File: src/sv/swwf_pkg.sv
`default_nettype none

package swwf_pkg;

   // Default sizing of the cell row and the score and step counters
   localparam int DEF_QUERY_CELLS = 64;
   localparam int DEF_SCORE_BITS  = 10;
   localparam int DEF_STEP_BITS   = 10;

   // Fixed field widths of the request and response channels
   localparam int CELL_IDX_BITS = 6;
   localparam int SYM_BITS      = 2;
   localparam int CFG_BITS      = 4;
   localparam int CSR_IDX_BITS  = 2;
   localparam int DIR_WORD_BITS = 64;

   // The max tree always spans the largest row; unused leaves read as zero
   localparam int TREE_LEAVES = 64;
   localparam int DIR_BITS    = 2 * TREE_LEAVES;

   // Database window entry: pad flag over the 2-bit symbol
   localparam int DB_BITS = SYM_BITS + 1;
   localparam logic [DB_BITS-1:0] DB_PAD_ENTRY = {1'b1, {SYM_BITS{1'b0}}};

   typedef enum logic [1:0] {
      CMD_CLEAR = 2'd0,
      CMD_LOAD  = 2'd1,
      CMD_STEP  = 2'd2
   } cmd_type;

   typedef enum logic [1:0] {
      DIR_NONE = 2'd0,
      DIR_UP   = 2'd1,
      DIR_DIAG = 2'd2,
      DIR_LEFT = 2'd3
   } dir_code_type;

   typedef enum logic [CSR_IDX_BITS-1:0] {
      CSR_MATCH_SCORE      = 2'd0,
      CSR_MISMATCH_PENALTY = 2'd1,
      CSR_VERTICAL_GAP     = 2'd2,
      CSR_HORIZONTAL_GAP   = 2'd3
   } csr_index_type;

   typedef struct packed {
      logic [CFG_BITS-1:0] match_score;
      logic [CFG_BITS-1:0] mismatch_penalty;
      logic [CFG_BITS-1:0] vertical_gap;
      logic [CFG_BITS-1:0] horizontal_gap;
   } cfg_type;

   localparam cfg_type CFG_RESET = '{
      match_score:      4'd2,
      mismatch_penalty: 4'd1,
      vertical_gap:     4'd1,
      horizontal_gap:   4'd1
   };

   // Decoded command of one accepted request
   typedef struct packed {
      logic valid;
      logic step;
      logic clear;
      logic load;
   } req_ctl_type;

endpackage

`default_nettype wire

File: src/sv/swwf_cell.sv
`default_nettype none

module swwf_cell import swwf_pkg::*; #(
   parameter int SCORE_BITS = DEF_SCORE_BITS,
   parameter int CELL_ID    = 0
) (
   input  logic                     clock,
   input  logic                     reset,
   input  req_ctl_type              ctl,
   input  cfg_type                  cfg,
   input  logic [CELL_IDX_BITS-1:0] query_index,
   input  logic [SYM_BITS-1:0]      query_symbol,
   input  logic [DB_BITS-1:0]       db_in,
   input  logic [SCORE_BITS-1:0]    nw_in,
   input  logic [SCORE_BITS-1:0]    w_in,
   output logic [DB_BITS-1:0]       db_out,
   output logic [SCORE_BITS-1:0]    h_last_out,
   output logic [SCORE_BITS-1:0]    h_prev_out,
   output dir_code_type             code_out
);

   localparam int SW = SCORE_BITS + 2;
   localparam logic [CELL_IDX_BITS-1:0] MY_INDEX = CELL_IDX_BITS'(CELL_ID);
   localparam logic signed [SW-1:0] SAT_MAX = {2'b00, {SCORE_BITS{1'b1}}};

   logic [SYM_BITS-1:0]   q_ff;
   logic [SCORE_BITS-1:0] h_last_ff;
   logic [SCORE_BITS-1:0] h_prev_ff;
   logic [DB_BITS-1:0]    db_ff;
   dir_code_type          code_ff;

   logic                  hit;
   logic signed [SW-1:0]  v_diag;
   logic signed [SW-1:0]  v_up;
   logic signed [SW-1:0]  v_left;
   logic signed [SW-1:0]  v_best;
   logic [SCORE_BITS-1:0] h_in;
   dir_code_type          code_in;

   // Score the three moves and pick by priority diagonal, up, left, zero
   always_comb begin
      hit = !db_in[DB_BITS-1] && (db_in[SYM_BITS-1:0] == q_ff);
      if (hit) begin
         v_diag = {2'b00, nw_in} + SW'(cfg.match_score);
      end else begin
         v_diag = {2'b00, nw_in} - SW'(cfg.mismatch_penalty);
      end
      v_up   = {2'b00, h_last_ff} - SW'(cfg.vertical_gap);
      v_left = {2'b00, w_in} - SW'(cfg.horizontal_gap);

      priority if (v_diag > 0 && v_diag >= v_up && v_diag >= v_left) begin
         v_best  = v_diag;
         code_in = DIR_DIAG;
      end else if (v_up > 0 && v_up >= v_left) begin
         v_best  = v_up;
         code_in = DIR_UP;
      end else if (v_left > 0) begin
         v_best  = v_left;
         code_in = DIR_LEFT;
      end else begin
         v_best  = '0;
         code_in = DIR_NONE;
      end

      // Saturate at the top of the score range
      if (v_best > SAT_MAX) begin
         h_in = SAT_MAX[SCORE_BITS-1:0];
      end else begin
         h_in = v_best[SCORE_BITS-1:0];
      end
   end

   // Hold cell state; advance it on a step, take the query symbol on a load to this cell, wipe it on a clear
   always_ff @(posedge clock) begin
      if (reset || ctl.clear) begin
         q_ff      <= '0;
         h_last_ff <= '0;
         h_prev_ff <= '0;
         db_ff     <= DB_PAD_ENTRY;
      end else if (ctl.step) begin
         h_last_ff <= h_in;
         h_prev_ff <= h_last_ff;
         db_ff     <= db_in;
      end else if (ctl.load && query_index == MY_INDEX) begin
         q_ff <= query_symbol;
      end
   end

   // Direction code of the latest request; zero unless it was a step
   always_ff @(posedge clock) begin
      if (ctl.valid) begin
         code_ff <= ctl.step ? code_in : DIR_NONE;
      end
   end

   assign db_out     = db_ff;
   assign h_last_out = h_last_ff;
   assign h_prev_out = h_prev_ff;
   assign code_out   = code_ff;

endmodule

`default_nettype wire

File: config.mk
export PLATFORM = sky130hd
export DESIGN_NAME = swwf_cell
export DESIGN_NICKNAME = d
export VERILOG_FILES = /design/src/sv/swwf_pkg.sv /design/src/sv/swwf_cell.sv
export SDC_FILE = /design/constraint.sdc
export NUM_CORES = 1
export LEC_CHECK = 0
export BUFFER_PORTS_ARGS = -buffer_cell sky130_fd_sc_hd__buf_2
export CAP_MARGIN = 0
export CORE_UTILIZATION = 40
export DETAILED_ROUTE_END_ITERATION = 10
export GPL_TIMING_DRIVEN = 0
export PLACE_DENSITY_LB_ADDON = 0.1
export SETUP_SLACK_MARGIN = 0.15
export SKIP_CTS_REPAIR_TIMING = 1
export SYNTH_ARGS = -nofsm -noshare
export SYNTH_HDL_FRONTEND = slang
export SYNTH_SLANG_ARGS = --single-unit
File: constraint.sdc
create_clock -name clock -period 5.1 [get_ports clock]
set_input_delay 1.02 -clock clock [delete_from_list [all_inputs] [get_ports clock]]
set_output_delay 1.02 -clock clock [all_outputs]
set_load 0.01 [all_outputs]
* Word level (Yosys, flattened, before mapping)
Cells that the tools add are included.
** Cells by class
- Add/subtract/negate cells :: 4
- Order comparisons :: 7
- Eq/ne operators :: 1
- Muxes and demuxes :: 8
- Bitwise operators :: 1
- Reduce and logical (&&, ||, !) cells :: 10
** Operators by type and width (count)
- two-way mux 12 bit :: 4
- subtractor 10 x 4 -> 11 bit :: 3
- >= comparator 12 x 11 -> 1 bit :: 2
- > comparator 11 x 1 -> 1 bit (second input constant) :: 2
- > comparator 12 x 1 -> 1 bit (second input constant) :: 1
- > comparator 12 x 11 -> 1 bit (second input constant) :: 1
- adder 10 x 4 -> 11 bit :: 1
- >= comparator 11 bit :: 1
- two-way mux 10 bit :: 1
- logical NOT 6 bit :: 1
- two-way mux 2 bit :: 3
- logical AND 1 bit :: 5
- == test 2 bit :: 1
- AND reduction 2 bit :: 1
- OR reduction 2 bit :: 1
- logical NOT 1 bit :: 1
- logical OR 1 bit :: 1
- NOT 1 bit :: 1
** Word-level totals
- Register bits after elaboration :: 27
- Bits of input ports :: 53
- Output and inout port bits :: 25

* Depth between registers and ports, before layout
- Word-level depth :: 9
- Mapped depth :: 19
- Gate-level depth less buffers :: 17

* Worst setup path after synthesis
No wires, ideal clock.
- Path kind :: input to register
- Start point :: input cfg[4] (netlist bit)
- End point :: register h_last_ff[5] (netlist: h_last_out[5])
- Arrival time :: 4.472 ns
- Data required time :: 5.030 ns
- Slack :: 0.558 ns
- Stages :: 17
- Cell sequence :: ha_1 -> inv_1 -> fa_1 -> a21o_1 -> a2111oi_0 -> xnor2_1 -> inv_1 -> ha_1 -> a21o_1 -> a211oi_1 -> nand3b_1 -> o21ai_1 -> o21bai_2 -> buf_2 -> nor3b_1 -> o221ai_1 -> a21oi_1
** Between the ends
- Cells in the longest elaborated chain, start to end :: 7
- Elaborated cells between the ends (all ways) :: 11
- Classes of those cells :: add/sub (1); order compare (4); mux (3); reduce/logical (3)
** RTL lines
- start, declared :: RTL line swwf_cell.sv:10 : input cfg_type cfg,
- subtractor 10 x 4 -> 11 bit (*) :: RTL line swwf_cell.sv:48 : v_up = {2'b00, h_last_ff} - SW'(cfg.vertical_gap);
- > comparator 11 x 1 -> 1 bit, or another cell as far along :: RTL line swwf_cell.sv:54 : end else if (v_up > 0 && v_up >= v_left) begin
- logical AND 1 bit (on tied branches) :: RTL line swwf_cell.sv:54, swwf_cell.sv:51
- two-way mux 12 bit or logical AND 1 bit (tied branches) :: RTL line swwf_cell.sv:54, swwf_cell.sv:51
- two-way mux 12 bit (*) :: RTL line swwf_cell.sv:51 : priority if (v_diag > 0 && v_diag >= v_up && v_diag >= v_left) begin
- > comparator 12 x 11 -> 1 bit :: RTL line swwf_cell.sv:66 : if (v_best > SAT_MAX) begin
- two-way mux 10 bit (*) :: RTL line swwf_cell.sv:66
- end signal, assigned :: RTL line swwf_cell.sv:81 : h_last_ff <= h_in;
- end, declared :: RTL line swwf_cell.sv:27 : logic [SCORE_BITS-1:0] h_last_ff;
Every way passes the cells marked *; elsewhere a longest branch is shown, timed or not.
A chain may end at the register's enable or synchronous reset.

* Final worst setup path
- Start point :: input nw_in[0]
- End point :: register h_last_ff[0] (netlist: h_last_out[0])
** Between the ends
- Cells in the longest elaborated chain, start to end :: 8
- Elaborated cells between the ends (all ways) :: 11
- Classes of those cells :: add/sub (2); order compare (4); mux (3); reduce/logical (2)
** RTL lines
- start, declared :: RTL line swwf_cell.sv:14 : input logic [SCORE_BITS-1:0] nw_in,
- subtractor 10 x 4 -> 11 bit or adder 10 x 4 -> 11 bit (tied branches) :: RTL line swwf_cell.sv:46, swwf_cell.sv:44
- two-way mux 12 bit (*) :: RTL line swwf_cell.sv:43 : if (hit) begin
- > comparator 12 x 1 -> 1 bit or >= comparator 12 x 11 -> 1 bit (tied branches) :: RTL line swwf_cell.sv:51
- logical AND 1 bit (2 in series) :: RTL line swwf_cell.sv:51
- two-way mux 12 bit (*) :: RTL line swwf_cell.sv:51
- > comparator 12 x 11 -> 1 bit :: RTL line swwf_cell.sv:66
- two-way mux 10 bit (*) :: RTL line swwf_cell.sv:66
Marks and branches as above.

==> impl_results.md <==
* CP max stage delay at roughly 410 ps
* Synth Register Bits at 27
* First-pass GRT wire length at between 15 and 20 mm
* Wire per inst at between 15 and 20 µm
* EDFF count, synth at 2
* Reg2reg start: h_last_out[0]
* Post-DR vias/cell at roughly 5.7
* Placed wire-length estimate at just over 8 mm
* Run status: complete, no violations
* H-tree depth at 1
* Final worst-path setup slack at around 400 ps
* Tot GR Track Use at 21.74%
* Avg Inst Size Synth at 8.096 µm²
* Hold Slack at 490.5 ps
* IO Port Bufs at 74
* GPL Wtd Cong at between 0.8 and 0.9
* Final Setup Violations at 0
* Area Overhead vs Synth at 16.90%
* Reg power frac at between 10% and 20%
* Unrepaired setup endpoints after global routing: false
* Comb pwr share at between 70% and 80%
* Mapped cell area at about 3500 µm²
* Crit Path Class: input pin to flop
* Worst hold-check path type: flop to flop
* Min Tclk post-route at between 4000 and 5000 ps
* Pwr Density at roughly 520 nW/µm²
* Antenna viol nets, final at 0
* Max Clock Skew at approximately 3.3 ps
* CTS tree: built
* Area after DPL at a little under 4000 µm²
* Commonest non-fill, non-tap cells in the layout: buf_2 (76), ha_1 (51), nor2_1 (49), inv_1 (40), dfxtp_1 (25)
* CP endpoint kind: flop
* Hold path start: db_out[2]
* Post-synthesis async set-or-reset flop share at 0%
* Total chip power at approximately 2.1 mW
* Crit path cell chain: buf_2 -> ha_1 -> inv_1 -> fa_1 -> nand2b_1 -> a21oi_1 -> nand4_1 -> and3b_1 -> nor2_1 -> ha_1 -> a21oi_1 -> nor2b_1 -> a2111o_1 -> a31oi_1 -> o21ai_0 -> nand3_1 -> nor2_1 -> a221o_1
* DP Worst Slack at -241.2 ps
* Std-Cell Core Area at 8299 µm²
* Worst Setup Start Kind: input pin
* Residual DRC at 0
* Leakage power at 1.958 nW
* Seq/Total Area, Yosys at between 10% and 20%
* Footprint of the multi-input gates at approximately 2700 µm²
* Initial core utilization at between 40% and 50%
* Period utilization at 91.94%
* Vias in the first global route at about 3100
* First DRT Iteration DRCs at 185
* Prevailing post-synth register cell: dfxtp_1
* Worst skew pair latency at approximately 270 ps
* Post-synthesis cell count at around 430
* Std-Cell Rows at 33
* Clock share of power at under 10%
* Antenna Cells at 0
* Final net count at slightly above 600
* Commonest non-fill, non-tap cell in the layout: buf_2
* DIE AREA at approximately 9000 µm²
* Final hold violation count at 0
* Rel. slew slack at 42.19%
* Post-layout instance area at 4041 µm²
* Critical Path RT at about 5300 ps
* Die outline width at between 90 and 100 µm
* Arrival time worst endpoint at approximately 4900 ps
* CP max-delay cell: fa_1
* Largest net degree at the start of global routing at 15
* Fmax at between 0.2 and 0.25 GHz
* Crit path launch: nw_in[0]
* IO Count at ~80
* Worst Path Max Fanout at 8
* Vert. Die Dim at between 90 and 100 µm
* Setup TNS at 0 ps
* Fin. max-slew vios at 0
* Reg clk slew, reported paths at about 90 ps
* Share of layout cells above drive strength 1 at roughly a fifth
* Root buffer cell: clkbuf_8
* GR Overflow Total at 0
* Syn nets at between 500 and 600
* Internal Power at ~1.0 mW
* Sw frac at roughly 52%
* VDD IR max at 0.0003181 V
* DRT Pass-1 Iters at 5
* Number of max-cap violations at 0
* Distinct cell type count after synthesis at between 60 and 70
* Total area of sequential cells at around 560 µm²
* Synth Warn # at 0
* Sinks on Clock Net at 27
* Fill cells at ~840
* CTS max path bufs at 2
* Switching pwr at ~1.1 mW
* Routed WL at a little under 10 mm
* Initial antenna violation count at 0
* Number of vias after detailed routing at 3481
* Slew @ Worst Pin at slightly below 900 ps
* Total CTS buffers at 3
-- worst max-delay path: cells and delay by family --
kind / cells / cell delay, ps
compound gates: 6 / 1400
fa+ha+maj: 3 / 910
buf+inv: 2 / 150
simple gates: 7 / 1360
-- sequential cells by signal (all words and copies together), names as in the netlist --
signal / count
db_out: 3
code_out: 2
q_ff: 2
h_last_out: 10
h_prev_out: 10
-- cells by family after synthesis --
family	synth area share, %
DFF	16.21
buffers and inverters	5.972
and+or+nand+nor	22.26
muxes	6.080
adders and majority gates	20.77
AOI/OAI and AO/OA	22.62
xor gates and xnor gates	6.080
-- routing by layer --
layer	GRT usage [%]	vias to the layer above	share of wire, %
met3	2.979	6	5.3
met2	33.81	103	44
met1	32.62	1639	50
li1	-	1733	-
met4	2.020	0	0.58
met5	0	-	0
-- metrics by stage --
step,instances,utilization [%]
2_1_floorplan,427,-
3_3_place_gp,606,47.70
3_5_place_dp,606,47.70
4_1_cts,610,48.24
5_1_grt,610,48.70
6_report,610,48.70
-- power groups by stage --
stage	registers, mW	clock network [mW]	logic (mW)
2_1_floorplan	0.324	0	1.11
3_3_place_gp	0.321	0	1.50
3_5_place_dp	0.323	0	1.53
4_1_cts	0.318	0.123	1.54
5_1_grt	0.331	0.134	1.82
6_report	0.323	0.119	1.65
-- cell type report --
type	count	area share (%)
sequential	27	13.87
tap	105	3.251
inverter	40	3.715
buffer	12	1.455
clock buffer	4	1.115
multi-input combinational	348	67.43
timing repair buffer	74	9.164
-- path summary, 6_finish.rpt --
path              endpoint  depth (start not counted)  slack, ps
max          h_last_out[0]                         18        410
min              db_out[2]                          2        490
max reg2reg    code_out[0]                         14        780
min reg2reg      db_out[2]                          2        490
-- synthesized netlist by cell type, types with 8 or more instances --
cell      number  area (µm²)
ha_1          51       638.1
a21oi_1       18       90.09
dfxtp_1       25       500.5
o21ai_0       18       90.09
xnor2_1       16       140.1
nand2_1       16       60.06
mux2i_1       21       210.2
clkbuf_1       8       30.03
xor2_1         8       70.07
inv_1         40       150.1
a211oi_1       9       67.56
nor3_1        11       55.05
nor2_1        49       183.9
No activity file was read; power rests on OpenSTA's default activity.
