**config.mk**
```make
export PLATFORM = sky130hd
export DESIGN_NAME = swwf_max_tree
export DESIGN_NICKNAME = d
export VERILOG_FILES = /design/src/sv/swwf_pkg.sv /design/src/sv/swwf_max_tree.sv
export SDC_FILE = /design/constraint.sdc
export NUM_CORES = 1
export LEC_CHECK = 0
export BUFFER_PORTS_ARGS = -buffer_cell sky130_fd_sc_hd__buf_2
export CORE_MARGIN = 2
export CORE_UTILIZATION = 40
export CTS_CLUSTER_DIAMETER = 150
export DETAILED_ROUTE_END_ITERATION = 10
export HOLD_SLACK_MARGIN = 0.08
export PLACE_DENSITY = 0.58
export SLEW_MARGIN = 0
export SYNTH_ARGS = -nofsm -noshare
export SYNTH_HDL_FRONTEND = slang
export SYNTH_SLANG_ARGS = --single-unit
```
**constraint.sdc**
```tcl
create_clock -name clock -period 6.6 [get_ports clock]
set_input_delay 0.99 -clock clock [delete_from_list [all_inputs] [get_ports clock]]
set_output_delay 0.99 -clock clock [all_outputs]
set_load 0.03 [all_outputs]
```
**src/sv/swwf_pkg.sv**
```systemverilog
`default_nettype none

package swwf_pkg;

   // Default sizing of the cell row and the score and step counters
   localparam int DEF_QUERY_CELLS = 64;
   localparam int DEF_SCORE_BITS  = 10;
   localparam int DEF_STEP_BITS   = 10;

   // Fixed field widths of the request and response channels
   localparam int CELL_IDX_BITS = 6;
   localparam int SYM_BITS      = 2;
   localparam int CFG_BITS      = 4;
   localparam int CSR_IDX_BITS  = 2;
   localparam int DIR_WORD_BITS = 64;

   // The max tree always spans the largest row; unused leaves read as zero
   localparam int TREE_LEAVES = 64;
   localparam int DIR_BITS    = 2 * TREE_LEAVES;

   // Database window entry: pad flag over the 2-bit symbol
   localparam int DB_BITS = SYM_BITS + 1;
   localparam logic [DB_BITS-1:0] DB_PAD_ENTRY = {1'b1, {SYM_BITS{1'b0}}};

   typedef enum logic [1:0] {
      CMD_CLEAR = 2'd0,
      CMD_LOAD  = 2'd1,
      CMD_STEP  = 2'd2
   } cmd_type;

   typedef enum logic [1:0] {
      DIR_NONE = 2'd0,
      DIR_UP   = 2'd1,
      DIR_DIAG = 2'd2,
      DIR_LEFT = 2'd3
   } dir_code_type;

   typedef enum logic [CSR_IDX_BITS-1:0] {
      CSR_MATCH_SCORE      = 2'd0,
      CSR_MISMATCH_PENALTY = 2'd1,
      CSR_VERTICAL_GAP     = 2'd2,
      CSR_HORIZONTAL_GAP   = 2'd3
   } csr_index_type;

   typedef struct packed {
      logic [CFG_BITS-1:0] match_score;
      logic [CFG_BITS-1:0] mismatch_penalty;
      logic [CFG_BITS-1:0] vertical_gap;
      logic [CFG_BITS-1:0] horizontal_gap;
   } cfg_type;

   localparam cfg_type CFG_RESET = '{
      match_score:      4'd2,
      mismatch_penalty: 4'd1,
      vertical_gap:     4'd1,
      horizontal_gap:   4'd1
   };

   // Decoded command of one accepted request
   typedef struct packed {
      logic valid;
      logic step;
      logic clear;
      logic load;
   } req_ctl_type;

endpackage

`default_nettype wire

```
**src/sv/swwf_max_tree.sv**
```systemverilog
`default_nettype none

module swwf_max_tree import swwf_pkg::*; #(
   parameter int SCORE_BITS = DEF_SCORE_BITS
) (
   input  logic                     clock,
   input  logic                     enable,
   input  logic [SCORE_BITS-1:0]    leaf_val [TREE_LEAVES],
   output logic [SCORE_BITS-1:0]    max_val,
   output logic [CELL_IDX_BITS-1:0] max_cell
);

   localparam int FAN = 4;
   localparam int L1  = TREE_LEAVES / FAN;
   localparam int L2  = L1 / FAN;

   logic [SCORE_BITS-1:0]    a_val_in [L1];
   logic [CELL_IDX_BITS-1:0] a_idx_in [L1];
   logic [SCORE_BITS-1:0]    a_val_ff [L1];
   logic [CELL_IDX_BITS-1:0] a_idx_ff [L1];
   logic [SCORE_BITS-1:0]    b_val_in [L2];
   logic [CELL_IDX_BITS-1:0] b_idx_in [L2];
   logic [SCORE_BITS-1:0]    b_val_ff [L2];
   logic [CELL_IDX_BITS-1:0] b_idx_ff [L2];
   logic [SCORE_BITS-1:0]    c_val_in;
   logic [CELL_IDX_BITS-1:0] c_idx_in;
   logic [SCORE_BITS-1:0]    c_val_ff;
   logic [CELL_IDX_BITS-1:0] c_idx_ff;

   // Each node keeps the larger value; on a tie the higher cell wins
   always_comb begin
      for (int n = 0; n < L1; n++) begin
         a_val_in[n] = leaf_val[n*FAN];
         a_idx_in[n] = CELL_IDX_BITS'(n*FAN);
         for (int k = 1; k < FAN; k++) begin
            if (leaf_val[n*FAN+k] >= a_val_in[n]) begin
               a_val_in[n] = leaf_val[n*FAN+k];
               a_idx_in[n] = CELL_IDX_BITS'(n*FAN+k);
            end
         end
      end
      for (int n = 0; n < L2; n++) begin
         b_val_in[n] = a_val_ff[n*FAN];
         b_idx_in[n] = a_idx_ff[n*FAN];
         for (int k = 1; k < FAN; k++) begin
            if (a_val_ff[n*FAN+k] >= b_val_in[n]) begin
               b_val_in[n] = a_val_ff[n*FAN+k];
               b_idx_in[n] = a_idx_ff[n*FAN+k];
            end
         end
      end
      c_val_in = b_val_ff[0];
      c_idx_in = b_idx_ff[0];
      for (int k = 1; k < L2; k++) begin
         if (b_val_ff[k] >= c_val_in) begin
            c_val_in = b_val_ff[k];
            c_idx_in = b_idx_ff[k];
         end
      end
   end

   // Advance all three levels together
   always_ff @(posedge clock) begin
      if (enable) begin
         a_val_ff <= a_val_in;
         a_idx_ff <= a_idx_in;
         b_val_ff <= b_val_in;
         b_idx_ff <= b_idx_in;
         c_val_ff <= c_val_in;
         c_idx_ff <= c_idx_in;
      end
   end

   assign max_val  = c_val_ff;
   assign max_cell = c_idx_ff;

endmodule

`default_nettype wire

```
# Word-level counts from Yosys, hierarchy flattened
# Index checks and enable logic that the tools add are counted.
# totals
out_inout_bits	16
word_cells	247
ff_bits	336
input_bits	642
# classes
n_mux	110
n_reduce_logical	16
order_cmp	63
# ops
op	count
$ge 10x10->1	63
$mux 10	63
$mux 6	15
$mux 1	32
$reduce_or 2->1	16

# Longest topological paths before layout
# Gate-level depths: netlist (run 1).
# logic_depth
depth_word	6
ltp_mapped	26

# Worst setup path after synthesis (run 1)
# OpenSTA, ideal clock, no wires.
# synth_path
kind	in2reg
startpoint	input leaf_val[435] (netlist name)
endpoint	register a_val_ff[101] (netlist name) (data pin)
path_buffers	3
setup_time_ns	0.268
arrival_ns	5.600
required_ns	6.332
slack_ns	0.731
path_stages	23
path_cell_list	inv_1 ha_1 a21oi_1 a2bb2oi_1 a21oi_1 a21oi_1 buf_2 a22oi_1 ha_1 o22ai_1 or3_1 o221ai_1 clkbuf_1 a221oi_1 or2_1 ha_1 or4_1 a21oi_1 nor3_1 o221a_2 clkbuf_1 o21ai_1 o31ai_2
# synth_rtl
element	line	source
start, declared	swwf_max_tree.sv:8	input logic [SCORE_BITS-1:0] leaf_val [TREE_LEAVES],
end signal, assigned	swwf_max_tree.sv:65	a_val_ff <= a_val_in;
end, declared	swwf_max_tree.sv:19	logic [SCORE_BITS-1:0] a_val_ff [L1];

==> results of run 1 <==
==> path summary, 6_finish.rpt <==
check                start      endpoint  slack, ns
max reg2reg  a_val_ff[140]  b_idx_ff[19]       0.43
min reg2reg    b_idx_ff[1]   max_cell[1]       0.52
max          a_val_ff[140]  b_idx_ff[19]       0.43
min            b_idx_ff[1]   max_cell[1]       0.52
==> state kept, by name, summed over array words and instances, names as in the netlist <==
register	count
max_val	10
b_idx_ff	16
a_val_ff	160
b_val_ff	40
a_idx_ff	32
max_cell	6
==> cells by family (layout without fill, tap and decap cells) <==
group | after synthesis | count (layout) | share of synthesized area, %
AO/OA/AOI/OAI | 1287 | 1287 | 27.64
buffers and inverters | 558 | 1206 | 6.566
adder cells (fa/ha/maj) | 629 | 629 | 23.31
AND/OR/NAND/NOR | 970 | 970 | 14.91
flip-flops | 264 | 264 | 23.48
multiplexers | 127 | 127 | 4.106
other | 0 | 18 | 0
==> cell type report <==
type,instances,share of cell area [%]
clock inverter,19,0.3566
timing repair buffer,786,10.86
inverter,363,3.437
tap,1080,3.408
sequential,264,19.99
antenna,18,0.1136
clock buffer,38,2.237
multi-input combinational,3013,59.60
==> worst max-delay path: stages (launching register included) <==
cell and delay, ns:
edfxtp_1 0.41, inv_1 0.16, ha_1 0.24, nand2b_1 0.14
a211oi_1 0.30, o31a_1 0.25, a21o_1 0.30, a21oi_1 0.12
ha_1 0.30, and3_1 0.18, a221o_1 0.34, a31oi_1 0.19
o21ai_1 0.25, a211oi_1 0.54, o21bai_1 0.20, ha_1 0.26
a21o_1 0.18, a2111oi_0 0.40, o21a_1 0.20, o21a_1 0.39
o21ai_0 0.24, o21ai_1 0.34
==> routing by layer <==
metal / routed length, um / global-route usage, % / vias up
met1: 46350 / 29.67 / 14670
li1: - / - / 15970
met5: 82 / 0 / -
met2: 49190 / 39.41 / 789
met3: 5196 / 3.522 / 145
met4: 2553 / 6.396 / 12
==> cells in the final DEF (no fill, tap or decap), drive strengths merged, types with 14 or more instances in the layout <==
cell	instances
clkinv	14
o21ai	262
or2	141
nor3	35
nor2b	36
and2	56
o22ai	74
o211ai	35
a221oi	117
a211o	29
inv	364
nand2b	61
or4	20
ha	629
nand4	32
a211oi	68
nand3	83
mux2	89
mux2i	38
o221a	22
a21oi	140
a21o	72
o21a	81
a22oi	99
diode	18
o2111ai	32
buf	786
clkbuf	38
nor2	274
edfxtp	264
nand2	143
a31oi	74
o31ai	112
nand4b	45
nor4	16
==> stage by stage <==
step	setup slack (ns)	utilization [%]
global placement	0.02961	46.17
detailed placement	0.002593	46.17
finish	0.4335	47.45
global route	0.01013	47.44
CTS	0.4999	47.40
floorplan	0.7313	-
==> power breakdown <==
group	internal [mW]	switching [mW]	total, mW	leakage, nW
registers	2.88	0.390	3.27	2.59
logic	4.00	5.68	9.68	15.5
clock network	1.04	0.698	1.73	0.499
total	7.92	6.77	14.7	18.5
==> flow_summary.yaml, run 1 <==
detailed_routing:
  first_pass_iters: 7
  dr_total_vias: 31590
  wire_per_inst_um: 18.52
  via_per_inst: 5.660
  drt_iter0_drc: 1713
  routed_wl_um: 103400
  drtAntennaViolNets: 0
  drc: 0
synthesis:
  synth_seq_area_share_pct: 23.48
  synth_edf_count: 264
  syn_area_um2: 33770
  synthTopCellsByArea: "edfxtp_1, ha_1, inv_1, nor2_1, o31ai_2"
  ys.warnings.count: 0
  ys_types: 61
  synth_area_per_cell_um2: 8.805
  synth_most_common_cell: "ha_1"
  async_flop_share_pct: 0
  yosysTopAreaCell: "edfxtp_1"
  netlist_instances: 3835
  synth_nets: 5106
  synth_top_area_share_pct: 23.48
  synth_top_cells_by_count: "ha_1, inv_1, nor2_1"
  synth_ff_type: "edfxtp_1"
  synth-seq-cells: 264
placement:
  hpwl_um: 87640
  gp_congestion: 0.9186
  dp.cells: 5506
  io_buffers: 657
  placed_cell_area_um2: 38570
floorplan:
  dieHeight_um: 294.6
  ios: 658
  core_area_um2: 83560
  die-area_um2: 86760
  die_w_um: 294.6
  rows: 106
  start_util_pct: 40.41
global_routing:
  grt_pass1_wl_um: 159800
  grt_pass1_vias: 30350
  track_usage_pct: 22.92
  antenna_found_initial: 23
  overflow: 0
  grt_max_degree: 119
cts:
  clk_latency_ns: 0.54
  cts_tree: "done"
  postCtsSetupRepairBufs: 0
  cts-htree-levels: 2
  cts_root_buf: "clkbuf_16"
  clk_pin_slew_ns: 0.06
  cts_sinks: 264
  cts_resized: 0
  clk_path_buf_depth: 3
  numCtsBuffers: 34
  postCtsHoldBufs: 0
worst_setup_path:
  worstPathArrival_ns: 6.47
  start_kind: "register"
  critical_path_class: "register to register"
  ff2ff_path_depth: 21
  crit_path_end_kind: "register"
  worstPathMaxFanout: 15
  worstPathRequired_ns: 6.90
timing:
  final-setup-viol-count: 0
  setup_tns_ns: 0
  final.period_utilization_pct: 93.43
  fin_hold_ws_ns: 0.5243
  tightest_slew_ns: 1.165
  rsz0062_at_grt: "false"
  drv_slew: 0
  min_period_ns: 6.166
  timing.fmax_mhz: 162.2
  hold_viol: 0
  slew_headroom_pct: 21.53
  skew_ns: 0.02301
min_path:
  holdPathStages: 2
  hold_path.class: "register to register"
finish:
  instances_no_fill: 5581
  register_area_um2: 7928
  final_cell_area_um2: 39650
  drive_gt1_share_pct: 23.87
  n_fill_cell: 8308
  multi_input_area_um2: 23630
  nNetsFinal: 5733
  area_growth_pct: 17.42
run:
  maxCapViolCount: 0
power:
  total_leakage_power_nw: 18.54
  power_density_nw_per_um2: 370.5
  p_total_mw: 14.69
  ir_drop_mv: 0.3243
status:
  outcome: "complete, no violations"
No activity file was read; power rests on OpenSTA's default activity.
==> inputs of run 2 (changes only) <==
Clock period 6.6 ns to 6.3 ns, I/O delays scaled along.
==> run 2 against run 1 <==
  * Total power grew 6.4%
  * Global-route usage hardly changed
  * Count of clock-buffer cells in the layout down 4
  * Via count up 0.54%
  * Hold slack gained 0.010 ns
  * Clock skew fell by 0.014 ns
  * Cell count up 1.5%
  * Clock power rose by 8%
  * Die area is the same
  * First-iteration DRC count down 3.4%
  * Combinational power is 6% higher
  * Sequential share of layout area shrank 0.34 points
  * Largest cell class unchanged
  * Largest power group unchanged
  * Highest routed layer unchanged
==> flow_summary.yaml, run 2 (synthesized netlist as in run 1, its figures left out) <==
detailed_routing:
  wire_per_inst_um: 18.33
  drt_iter0_drc: 1655
  met3_length_um: 4517
  first_pass_iters: 6
  dr_total_vias: 31760
  topRoutingLayerUsed: "met5"
  via_per_inst: 5.607
  drtAntennaViolNets: 0
  routed_wl_um: 103800
  drt-met1-wl_um: 47010
  met2_length_um: 50170
  drc: 0
timing:
  final-setup-viol-count: 0
  tightest_slew_ns: 1.183
  min_period_ns: 5.823
  skew_ns: 0.008812
  rsz0062_at_grt: "false"
  drv_slew: 0
  final.period_utilization_pct: 92.42
  timing.fmax_mhz: 171.7
  slew_headroom_pct: 20.33
  hold_viol: 0
power:
  seqPwrFrac_pct: 21.9
  switching_share_pct: 45.60
  clkPwrFrac_pct: 11.9
  combPwrFrac_pct: 66.1
  ir_drop_mv: 0.3714
  power_density_nw_per_um2: 387.6
  p_int_mw: 8.502
  total_leakage_power_nw: 18.97
  p_sw_mw: 7.127
worst_setup_path:
  worstPathMaxFanout: 8
  worstPathArrival_ns: 6.20
  crit_path_end_kind: "register"
  start_kind: "primary input"
  critical_path_class: "primary input to register"
  worstPathRequired_ns: 6.68
floorplan:
  core_area_um2: 83560
  die_w_um: 294.6
  dieHeight_um: 294.6
  ios: 658
  die-area_um2: 86760
  rows: 106
  start_util_pct: 40.41
finish:
  drive_gt1_share_pct: 25.46
  layout_common_cells: "buf_2, ha_1, inv_1, nor2_1, edfxtp_1"
  area_growth_pct: 19.42
  largest_register_ffs: 160
  top_register: "a_val_ff"
  layout_commonest_cell: "buf_2"
  reg.largest.list: "a_val_ff x160, b_val_ff x40, a_idx_ff x32"
  fin_util_pct: 48.26
  nNetsFinal: 5818
  instances_no_fill: 5664
cts:
  postCtsHoldBufs: 0
  numCtsBuffers: 31
  clk_pin_slew_ns: 0.06
  cts-htree-levels: 1
  cts_root_buf: "clkbuf_16"
  cts_resized: 0
  cts_tree: "done"
  clk_path_buf_depth: 3
  clk_latency_ns: 0.57
  cts_sinks: 264
  postCtsSetupRepairBufs: 0
placement:
  gp_congestion: 0.9147
  io_buffers: 657
  hpwl_um: 88090
  dp.cells: 5594
global_routing:
  grt_max_degree: 115
  antenna_found_initial: 21
  grt_pass1_wl_um: 160600
  grt_pass1_vias: 30520
  track_usage_pct: 22.88
  overflow: 0
status:
  outcome: "complete, no violations"
min_path:
  hold_path.class: "register to register"
run:
  maxCapViolCount: 0
[run 2: path summary, 6_finish.rpt]
| path | startpoint | to | slack, ns | cells after the start |
|---|---|---|---|---|
| worst max register to register | a_val_ff[25] | b_val_ff[5] | 0.48 | 20 |
| worst min-delay path | b_idx_ff[1] | max_cell[1] | 0.53 | 2 |
| worst min register to register | b_idx_ff[1] | max_cell[1] | 0.53 | 2 |
| worst max-delay path | leaf_val[545] | a_val_ff[139] | 0.48 | 23 |
[run 2: through the flow]
stage / setup TNS [ns] / total power, mW / cell area, um2 / setup WS, ns / hold slack (ns)
final: 0 / 15.63 / 40320 / 0.4773 / 0.5346
after global routing: 0 / 17.18 / 40320 / 0.005632 / 0.5555
after CTS: 0 / 15.77 / 40290 / 0.3030 / 0.5479
after detailed placement: -0.9641 / 13.80 / 39240 / -0.1132 / 0.5304
after global placement: 0 / 13.70 / 39240 / 0.01262 / 0.5166
after floorplan: 0 / 10.53 / 33770 / 0.4763 / 0.4946
[run 2: power by group through the flow]
| stage | clock, mW | sequential [mW] | combinational (mW) |
|---|---|---|---|
| after floorplan | 0 | 3.35 | 7.18 |
| after global placement | 0 | 3.48 | 10.2 |
| after detailed placement | 0 | 3.47 | 10.3 |
| after CTS | 1.93 | 3.45 | 10.4 |
| after global routing | 1.99 | 3.49 | 11.7 |
| final | 1.86 | 3.43 | 10.3 |
[run 2: layout make-up]
type | count | area [um2]
multi-input combinational | 3013 | 23630
tap | 1080 | 1351
inverter | 363 | 1363
antenna | 13 | 32.53
sequential | 264 | 7928
clock buffer | 34 | 787.0
timing repair buffer | 874 | 4965
clock inverter | 23 | 267.8
fill | 8249 | 43230
[run 2: per-layer routing]
layer,vias to the layer above,global-route usage (%)
met2,727,40.39
met5,-,0
met1,14770,30.08
li1,16140,-
met4,14,4.542
met3,114,2.496
[run 2: critical path, cell delays in order]
cell and delay [ns]:
buf_2 0.12, ha_1 0.31, a21oi_1 0.16, a2bb2oi_1 0.18, a21oi_1 0.13, a211oi_1 0.39, mux2_2 0.43, ha_1 0.27
nand2b_1 0.14, a21o_1 0.17, a211oi_1 0.37, o221ai_1 0.20, buf_4 0.18, a221oi_1 0.30, or2_1 0.16, ha_1 0.22
or2_1 0.21, a211oi_1 0.24, nor3_1 0.08, o221a_2 0.35, or2_0 0.24, buf_4 0.18, o31ai_2 0.23
==> inputs of run 3 (changes only) <==
Settings changed: CORE_AREA set to 2 2 259 261, CORE_MARGIN 2 to not set, CORE_UTILIZATION 40 to not set, DIE_AREA set to 0 0 261 263, PLACE_DENSITY 0.58 to 0.72.
==> run 3 against run 2 <==
  * Sequential power is essentially flat
  * Critical path type unchanged
  * Hold slack better by 0.0051 ns
  * Cell area down 1.4%
==> flow_summary.yaml, run 3 (synthesized netlist as in run 1, its figures left out) <==
status:
  outcome: "complete, no violations"
global_routing:
  antenna_found_initial: 18
  use_met3_pct: 3.274
  grt_max_degree: 161
  grt_pass1_wl_um: 157300
  top_usage_layer: "met2"
  track_usage_pct: 28.03
  overflow: 0
  grt_use_met2_pct: 49.31
  grt_pass1_vias: 30930
  met1_usage_pct: 36.46
cts:
  cts_tree: "done"
  clk_pin_slew_ns: 0.06
  clk_latency_ns: 0.57
  numCtsBuffers: 30
  cts_root_buf: "clkbuf_16"
  cts_sinks: 264
  cts-htree-levels: 1
  clk_path_buf_depth: 3
power:
  power_density_nw_per_um2: 388.5
  switching_share_pct: 45.52
  combPwrFrac_pct: 66.4
  p_int_mw: 8.412
  clkPwrFrac_pct: 11.6
  seqPwrFrac_pct: 22.1
  ir_drop_mv: 0.4274
  p_total_mw: 15.44
  total_leakage_power_nw: 18.76
  p_sw_mw: 7.028
timing:
  fin_hold_ws_ns: 0.5398
  final.period_utilization_pct: 93.60
  tightest_slew_ns: 1.084
  drv_slew: 0
  final-setup-viol-count: 0
  skew_ns: 0.01767
  slew_headroom_pct: 26.99
  min_period_ns: 5.897
  setup_ws_ns: 0.4035
  hold_viol: 0
  timing.fmax_mhz: 169.6
placement:
  place_ws_ns: -0.1919
  hpwl_um: 84820
  io_buffers: 657
  gp_congestion: 0.9691
worst_setup_path:
  crit_path_end_kind: "register"
  start_kind: "primary input"
  crit_family: "compound AO/OA/AOI/OAI gates"
  critical_path_class: "primary input to register"
  worstSetupPathDepth: 22
  crit_chain: "buf_2, ha_1, a21oi_1, a2bb2oi_1, a21oi_1, a211oi_1, mux2_2, ha_1, nand2b_1, a21o_1, a211oi_1, o221ai_1, buf_4, a221oi_1, or2_1, ha_1, o21a_1, o21a_1, o221a_2, or2_0, buf_4, o31ai_2"
  r2r_slack_ns: 0.52
  critPathLaunch: "leaf_val[385]"
  worstPathMaxFanout: 10
  ff2ff_path_depth: 21
  worstPathArrival_ns: 6.29
  critPathBufInv: 3
  timing.rr.end: "b_idx_ff[19]"
  path_common_cell: "ha_1"
  cpPeakStageDelay_ns: 0.43
  worstPathRequired_ns: 6.69
  cp_slowest_cell: "mux2_2"
  r2r-start: "a_val_ff[154]"
finish:
  fin_util_pct: 60.56
  nNetsFinal: 5777
  area_growth_pct: 17.70
  top_register: "a_val_ff"
  largest_register_ffs: 160
  reg.largest.list: "a_val_ff x160, b_val_ff x40, a_idx_ff x32"
  layout_common_cells: "buf_2, ha_1, inv_1, nor2_1, edfxtp_1"
  drive_gt1_share_pct: 24.89
  layout_commonest_cell: "buf_2"
min_path:
  holdPathStages: 2
  hold_path.class: "register to register"
  hold_path.startpoint: "b_idx_ff[0]"
  holdPathEnd: "max_cell[0]"
detailed_routing:
  drt_iter0_drc: 2363
  wire_per_inst_um: 18.57
  drtAntennaViolNets: 0
  drc: 0
  via_per_inst: 6.021
  dr_total_vias: 32560
  routed_wl_um: 100400
  first_pass_iters: 6
floorplan:
  ios: 658
  die_w_um: 261
  core_area_um2: 65630
  dieHeight_um: 263
  rows: 94
  start_util_pct: 51.45
  die-area_um2: 68640
run:
  maxCapViolCount: 0
run 3: cell count changes in the layout (fill, tap and decap cells not counted), moves of 2 or more:
cell | before | now
clkinv_1 | 5 | 2
diode_2 | 13 | 15
a221oi_1 | 111 | 109
a221oi_2 | 6 | 8
buf_4 | 214 | 174
run 3: layout make-up:
class	count	area, um2
Fill cell	5943	25880
Multi-Input combinational cell	3013	23640
Sequential cell	264	7928
Timing Repair Buffer	834	4664
Inverter	363	1363
Tap cell	864	1081
Clock buffer	33	783.3
Clock inverter	21	242.7
Antenna cell	15	37.54
run 3: worst min-delay path, cell delays in order (launching register included):
cell      delay, ns
edfxtp_1       0.32
nand2_1        0.05
o31ai_1        0.06
run 3: stage by stage:
step / TNS [ns] / instance area (um2) / std cells
2_1_floorplan: 0 / 33770 / 3835
3_3_place_gp: -0.05546 / 38660 / 5338
3_5_place_dp: -1.811 / 38660 / 5338
4_1_cts: 0 / 39690 / 5392
5_1_grt: -0.001130 / 39740 / 5404
6_report: 0 / 39740 / 5407
run 3: per-layer routing:
layer / up-vias / share of wire [%] / wire length [um]
li1: 16080 / - / -
met1: 15340 / 44 / 43770
met2: 974 / 49 / 48780
met3: 158 / 5.6 / 5599
met4: 8 / 2.2 / 2182
met5: - / 0.054 / 54
run 3: how the worst max path moves through the flow:
stage / end
after floorplan: a_val_ff[101]
after global placement: a_val_ff[95]
after detailed placement: a_val_ff[95]
after CTS: a_val_ff[95]
after global routing: a_val_ff[95]
final: a_val_ff[95]
run 3: timing repair:
action	in CTS	in global routing
endpoints found under the setup margin	0	19
hold buffers	0	0
resized for setup	0	5
buffers inserted	0	0
run 3: power by group through the flow:
| stage | clock (mW) | sequential, mW | combinational (mW) |
|---|---|---|---|
| finish | 1.78 | 3.41 | 10.3 |
| CTS | 1.82 | 3.41 | 10.2 |
| detailed placement | 0 | 3.43 | 10.1 |
| global route | 1.88 | 3.47 | 11.5 |
| floorplan | 0 | 3.35 | 7.18 |
| global placement | 0 | 3.43 | 9.94 |
